--- src/rtl/xsb_pkg.sv ---
// shared constants, codes and types of the sprite blitter
package xsb_pkg;

  localparam int DISP_WIDTH  = 64;
  localparam int DISP_HEIGHT = 32;
  localparam int SPRITE_W    = 8;

  localparam int COL_W  = $clog2(DISP_WIDTH);
  localparam int ROW_W  = $clog2(DISP_HEIGHT);
  localparam int LANE_W = $clog2(SPRITE_W);
  localparam int XPOS_W = 8;
  localparam int YPOS_W = 8;
  localparam int RIDX_W = 4;
  localparam int SUM_W  = 9;

  typedef enum logic [1:0] {
    CMD_DRAW  = 2'd0,
    CMD_CLEAR = 2'd1,
    CMD_READ  = 2'd2
  } cmd_e;

  typedef enum logic {
    ST_IDLE = 1'b0,
    ST_EXEC = 1'b1
  } state_e;

  typedef logic [DISP_WIDTH-1:0] row_t;

  typedef struct packed {
    logic             rd_en;
    logic [ROW_W-1:0] rd_addr;
    logic             wr_en;
    logic [ROW_W-1:0] wr_addr;
    row_t             wr_data;
    logic             clr;
  } store_req_t;

  typedef struct packed {
    row_t toggle;
    logic hit;
  } lane_out_t;

endpackage

--- src/rtl/xsb_store.sv ---
// frame store: row memory with registered read and per-row valid bits
module xsb_store
  import xsb_pkg::*;
(
  input  logic       clk_i,
  input  logic       rst_ni,
  input  store_req_t req_i,
  output row_t       rd_data_o
);

  row_t                   mem_q [DISP_HEIGHT];
  row_t                   rd_data_q;
  logic                   rd_valid_q;
  logic [DISP_HEIGHT-1:0] valid_q;
  logic [DISP_HEIGHT-1:0] valid_d;

  always_ff @(posedge clk_i) begin
    if (req_i.wr_en) begin
      mem_q[req_i.wr_addr] <= req_i.wr_data;
    end
    if (req_i.rd_en) begin
      rd_data_q <= mem_q[req_i.rd_addr];
    end
  end

  // a row never written since reset or the last clear reads as blank
  always_comb begin
    valid_d = valid_q;
    if (req_i.clr) begin
      valid_d = '0;
    end else if (req_i.wr_en) begin
      valid_d[req_i.wr_addr] = 1'b1;
    end
  end

  always_ff @(posedge clk_i or negedge rst_ni) begin
    if (!rst_ni) begin
      valid_q    <= '0;
      rd_valid_q <= 1'b0;
    end else begin
      valid_q <= valid_d;
      if (req_i.rd_en) begin
        rd_valid_q <= valid_q[req_i.rd_addr];
      end
    end
  end

  assign rd_data_o = rd_valid_q ? rd_data_q : '0;

endmodule

--- src/rtl/xsb_lane.sv ---
// one sprite pixel: wrapped column, toggle mask and collision test
module xsb_lane
  import xsb_pkg::*;
(
  input  logic [XPOS_W-1:0] x_i,
  input  logic [LANE_W-1:0] lane_idx_i,
  input  logic              sprite_bit_i,
  input  row_t              row_i,
  output lane_out_t         out_o
);

  logic [SUM_W-1:0] col_sum;
  logic [COL_W-1:0] col;

  assign col_sum = SUM_W'(x_i) + SUM_W'(lane_idx_i);
  assign col     = COL_W'(col_sum % DISP_WIDTH);

  always_comb begin
    out_o.toggle      = '0;
    out_o.toggle[col] = sprite_bit_i;
    out_o.hit         = sprite_bit_i & row_i[col];
  end

endmodule

--- src/rtl/xsb_merge.sv ---
// combines the lane masks into the new row and the lane hits into one flag
module xsb_merge
  import xsb_pkg::*;
(
  input  lane_out_t lanes_i [SPRITE_W],
  input  row_t      row_i,
  output row_t      new_row_o,
  output logic      hit_o
);

  row_t toggle;

  always_comb begin
    toggle = '0;
    hit_o  = 1'b0;
    for (int i = 0; i < SPRITE_W; i++) begin
      toggle = toggle | lanes_i[i].toggle;
      hit_o  = hit_o | lanes_i[i].hit;
    end
  end

  assign new_row_o = row_i ^ toggle;

endmodule

--- src/rtl/xor_sprite_blitter.sv ---
// top level of the sprite blitter: sequencer, lanes, merge and frame store
//
// For each command the transaction edge issues the row read of the frame
// store, and in the next cycle eight lanes place the sprite pixels on the
// wrapped columns, the merge stage forms the new row and the collision
// flag, and once the output register is free a drawn row is written back
// as the result enters the output register. The single registered read
// port of the row memory is why the read comes first. A result waiting in
// the output register does not hold back the next command; it only delays
// that command's finish. Clear blanks the whole store at once through
// per-row valid bits, so no clearing pass is needed after reset.
module xor_sprite_blitter
  import xsb_pkg::*;
(
  input  logic              clk_i,
  input  logic              rst_ni,
  input  logic              in_valid_i,
  output logic              in_stall_o,
  input  logic [1:0]        cmd_i,
  input  logic [XPOS_W-1:0] x_pos_i,
  input  logic [YPOS_W-1:0] y_pos_i,
  input  logic [RIDX_W-1:0] row_index_i,
  input  logic [7:0]        row_bits_i,
  input  logic              first_row_i,
  output logic              out_valid_o,
  input  logic              out_stall_i,
  output logic              collision_o,
  output logic              pixel_value_o
);

  state_e            state_q, state_d;
  logic              in_fire;
  logic              exec_done;

  logic [1:0]        cmd_q;
  logic [XPOS_W-1:0] x_q;
  logic [ROW_W-1:0]  row_q;
  logic [COL_W-1:0]  col_q;
  logic [7:0]        bits_q;
  logic              first_q;

  logic [SUM_W-1:0]  row_sum;
  logic [ROW_W-1:0]  row_addr;

  logic              flag_q, flag_d;
  logic              out_valid_q, out_valid_d;
  logic              collision_q, collision_d;
  logic              pix_q, pix_d;

  store_req_t        store_req;
  row_t              rd_row;
  row_t              new_row;
  logic              hit;
  lane_out_t         lanes [SPRITE_W];

  assign in_fire   = in_valid_i && !in_stall_o;
  assign exec_done = (state_q == ST_EXEC) && (!out_valid_q || !out_stall_i);

  // draw adds the sprite row number, read uses the base row only
  assign row_sum  = (cmd_i == CMD_DRAW) ? (SUM_W'(y_pos_i) + SUM_W'(row_index_i))
                                        : SUM_W'(y_pos_i);
  assign row_addr = ROW_W'(row_sum % DISP_HEIGHT);

  always_comb begin
    state_d = state_q;
    case (state_q)
      ST_IDLE: begin
        if (in_fire) begin
          state_d = ST_EXEC;
        end
      end
      ST_EXEC: begin
        if (exec_done) begin
          state_d = ST_IDLE;
        end
      end
      default: state_d = ST_IDLE;
    endcase
  end

  always_comb begin
    in_stall_o        = (state_q != ST_IDLE);
    store_req.rd_en   = in_fire;
    store_req.rd_addr = row_addr;
    store_req.wr_en   = exec_done && (cmd_q == CMD_DRAW);
    store_req.wr_addr = row_q;
    store_req.wr_data = new_row;
    store_req.clr     = exec_done && (cmd_q == CMD_CLEAR);
  end

  always_comb begin
    flag_d      = flag_q;
    collision_d = collision_q;
    pix_d       = pix_q;
    out_valid_d = out_valid_q && out_stall_i;
    if (exec_done) begin
      out_valid_d = 1'b1;
      pix_d       = 1'b0;
      case (cmd_q)
        CMD_DRAW: begin
          flag_d = (flag_q && !first_q) || hit;
        end
        CMD_READ: begin
          pix_d = rd_row[col_q];
        end
        default: ;
      endcase
      collision_d = flag_d;
    end
  end

  always_ff @(posedge clk_i or negedge rst_ni) begin
    if (!rst_ni) begin
      state_q     <= ST_IDLE;
      flag_q      <= 1'b0;
      out_valid_q <= 1'b0;
    end else begin
      state_q     <= state_d;
      flag_q      <= flag_d;
      out_valid_q <= out_valid_d;
    end
  end

  always_ff @(posedge clk_i) begin
    collision_q <= collision_d;
    pix_q       <= pix_d;
    if (in_fire) begin
      cmd_q   <= cmd_i;
      x_q     <= x_pos_i;
      row_q   <= row_addr;
      col_q   <= COL_W'(x_pos_i % DISP_WIDTH);
      bits_q  <= row_bits_i;
      first_q <= first_row_i;
    end
  end

  xsb_store u_store (
    .clk_i     (clk_i),
    .rst_ni    (rst_ni),
    .req_i     (store_req),
    .rd_data_o (rd_row)
  );

  for (genvar g = 0; g < SPRITE_W; g++) begin : g_lane
    // bit 7 of the sprite row is the leftmost pixel
    xsb_lane u_lane (
      .x_i          (x_q),
      .lane_idx_i   (LANE_W'(g)),
      .sprite_bit_i (bits_q[SPRITE_W-1-g]),
      .row_i        (rd_row),
      .out_o        (lanes[g])
    );
  end

  xsb_merge u_merge (
    .lanes_i   (lanes),
    .row_i     (rd_row),
    .new_row_o (new_row),
    .hit_o     (hit)
  );

  assign out_valid_o   = out_valid_q;
  assign collision_o   = collision_q;
  assign pixel_value_o = pix_q;

endmodule

--- config.mk ---
export PLATFORM = sky130hd
export DESIGN_NAME = xor_sprite_blitter
export DESIGN_NICKNAME = d
export VERILOG_FILES = /design/src/rtl/xsb_pkg.sv /design/src/rtl/xsb_store.sv /design/src/rtl/xsb_lane.sv /design/src/rtl/xsb_merge.sv /design/src/rtl/xor_sprite_blitter.sv
export SDC_FILE = /design/constraint.sdc
export NUM_CORES = 2
export LEC_CHECK = 0
export ABC_AREA = 1
export ABC_CLOCK_PERIOD_IN_PS = 6270
export BUFFER_PORTS_ARGS = -buffer_cell sky130_fd_sc_hd__buf_2
export CORE_UTILIZATION = 40
export DETAILED_ROUTE_END_ITERATION = 6
export PLACE_DENSITY = 0.65
export SYNTH_ARGS = -nofsm -noshare
export SYNTH_HDL_FRONTEND = slang
export SYNTH_HIERARCHICAL = 1
export SYNTH_SLANG_ARGS = --single-unit
--- constraint.sdc ---
create_clock -name clk_i -period 6.27 [get_ports clk_i]
set_input_delay 0.9405 -clock clk_i [delete_from_list [all_inputs] [get_ports clk_i]]
set_output_delay 0.9405 -clock clk_i [all_outputs]
set_load 0.005 [all_outputs]
==> metrics.yaml <==
criticalPathCategory: "reg2reg"
grt_pass1_vias: 71200
cts-buffers-inserted: 212
cts-htree-levels: 4
dp.cells: 13400
fmax_ghz: 0.198
path_buf_inv: 1
drtIter0Drc: 9230
cts_root_buffer: "clkbuf_16"
nets: 10300
drive_above_1_share_pct: 7.34
syn-cell-area_um2: 101000
rows: 184
drv_cap: 0
report.final.slew_viol_count: 0
cp.depth: 11
required_ns: 6.57
antenna_found_initial: 9
cts_buffer_depth: 3
preCtsSetupSlack_ns: 1.30
ant_nets: 0
postSynthCellCount: 10300
clockPowerShare_pct: 34.6
clock_latency_ns: 0.91
die_x_um: 504
startpoint: "x_q[0]"
initial_core_util_pct: 40.2
grt_pass1_wl_mm: 487
syn_avg_cell_area_um2: 9.78
wire_per_inst_um: 24.6
cellInternalPower_mw: 25.8
status: "finished with violations"
path_clk_slew_ns: 0.06
grt_max_degree: 178
period_needed_ns: 5.05
place_congestion: 0.982
timing.rr.start: "x_q[0]"
cp_max_fo: 32
overflow: 0
worst_slack_ns: 1.22
tightest_slew_ns: 1.29
dpl_cell_area_um2: 105000
cts-resized-gates: 0
worstHoldPathType: "in2reg"
wl_met1_mm: 140
power.share.switching_pct: 29.7
r2r_cells: 11
path_cells: "ha_1 -> fa_1 -> inv_1 -> nor2_1 -> nand2_1 -> nor2_1 -> nor2_1 -> nand2_1 -> nor2_1 -> nand2_1 -> nand2_1"
slowest_delay_ns: 1.00
slew_headroom_pct: 14.1
hold_viol: 0
cts.hold.buffers_added: 0
ys_warn_count: 6
startpoint_type: "flip-flop"
drcViolationCount: 2
design_area_um2: 112000
tritoncts: "built"
highest_layer: "met4"
rr_endpoint: "u_store/mem_q[25][3]"
area_delta_synth_final_pct: 11.1
crit_family: "simple AND/OR/NAND/NOR gates"
violations: "DRC"
seq_power_share_pct: 46.9
crit_slowest_cell: "fa_1"
first_pass_iters: 7
finClkSkew_ns: 0.0834
postCtsSetupBuffers: 0
wl_mm: 340
numPortBuffers: 33
setup_viol: 0
power_frac_comb_pct: 18.5
die_area_um2: 254000
dr_wl_met3_mm: 29.6
critPathCaptureType: "flip-flop"
r2r_setup_slack_ns: 1.22
route.vias.total: 77200
power-per-cell-area_nw_per_um2: 328
ios: 39
track_usage_pct: 26.0
core_area_um2: 251000
min_period_over_period_pct: 80.5
ir_worst_vdd_mv: 0.284
setup_tns_ns: 0
hpwl_mm: 189
layout.cells.non_filler: 13800
crit_end: "u_store/mem_q[25][3]"
die_h_um: 504
met2_length_mm: 156
rsz0062_at_grt: "false"
leakagePower_nw: 41.6
drt-vias-per-instance: 5.60
arrival_ns: 5.35
cts_sinks: 2172
p_switching_mw: 10.9
-- registers in the layout (all words and copies together) (netlist names) --
signal              flops
u_store/mem_q        2048
u_store/rd_data_q      64
u_store/valid_q        32
bits_q                  8
x_q                     6
row_q                   5
cmd_q                   2
collision_o             1
first_q                 1
flag_q                  1
in_stall_o              1
out_valid_o             1
pixel_value_o           1
u_store/rd_valid_q      1
-- layer usage --
layer | up-vias | GRT usage [%]
met5 | - | 0
met4 | 0 | 10.3
met3 | 767 | 3.31
met2 | 3913 | 41.4
met1 | 37700 | 36.0
li1 | 34800 | -
-- final cells by class --
type	instances	area (um2)
clock buffers	261	5610
inverters	559	2160
fillers	23100	139000
flip-flops and latches	2172	65000
clock inverters	138	1330
diodes	2	5.00
repair buffers	237	2530
multi-input cells	7066	31300
well taps	3348	4190
-- metrics by stage --
step	hold WS, ns	total power, mW	util, %
after floorplan	0.467	21.6	-
after global placement	0.479	24.0	41.9
after detailed placement	0.486	24.2	41.9
after CTS	0.121	36.8	44.6
after global routing	0.168	38.0	44.6
final	0.204	36.7	44.6
-- how the worst min path moves through the flow --
| stage | to | depth (start not counted) | slack [ns] | startpoint |
|---|---|---|---|---|
| floorplan | u_store/valid_q[0] | 2 | 0.47 | u_store/valid_q[0] |
| global placement | u_store/valid_q[13] | 2 | 0.48 | u_store/valid_q[13] |
| detailed placement | u_store/valid_q[29] | 2 | 0.49 | u_store/valid_q[29] |
| CTS | bits_q[2] | 1 | 0.12 | row_bits_i[2] |
| global route | bits_q[0] | 1 | 0.17 | row_bits_i[0] |
| finish | bits_q[0] | 1 | 0.20 | row_bits_i[0] |
-- placed cells by master (no fill, tap or decap), types with 10 or more instances in the layout --
master	instances
clkinv_2	41
edfxtp_1	2136
bufinv_16	19
clkbuf_1	40
nand3_1	1014
nand2_1	2649
buf_4	137
clkbuf_16	215
buf_2	33
inv_2	32
buf_12	67
nor2_4	71
nand2_2	86
a21oi_1	171
inv_1	514
o22ai_1	265
dfrtp_1	35
ha_1	28
nor2_1	1811
conb_1	32
o21ai_0	751
nor3_1	11
o31ai_1	10
clkinv_1	58
o21ai_1	121
-- power by group through the flow --
| stage | combinational, mW | sequential [mW] | clock (mW) |
|---|---|---|---|
| 6_report | 6.81 | 17.2 | 12.7 |
| 5_1_grt | 7.37 | 17.2 | 13.4 |
| 2_1_floorplan | 4.18 | 17.4 | 0 |
| 3_3_place_gp | 6.51 | 17.5 | 0 |
| 4_1_cts | 6.68 | 17.2 | 12.8 |
| 3_5_place_dp | 6.66 | 17.5 | 0 |
-- worst register-to-register path: stages, from the launching register on --
cell and delay (ns):
edfxtp_1 0.68, ha_1 0.38, fa_1 1.00, inv_1 0.55, nor2_1 0.27, nand2_1 0.31
nor2_1 0.19, nor2_1 0.06, nand2_1 0.16, nor2_1 0.08, nand2_1 0.06, nand2_1 0.69
No activity file was read; power rests on OpenSTA's default activity.
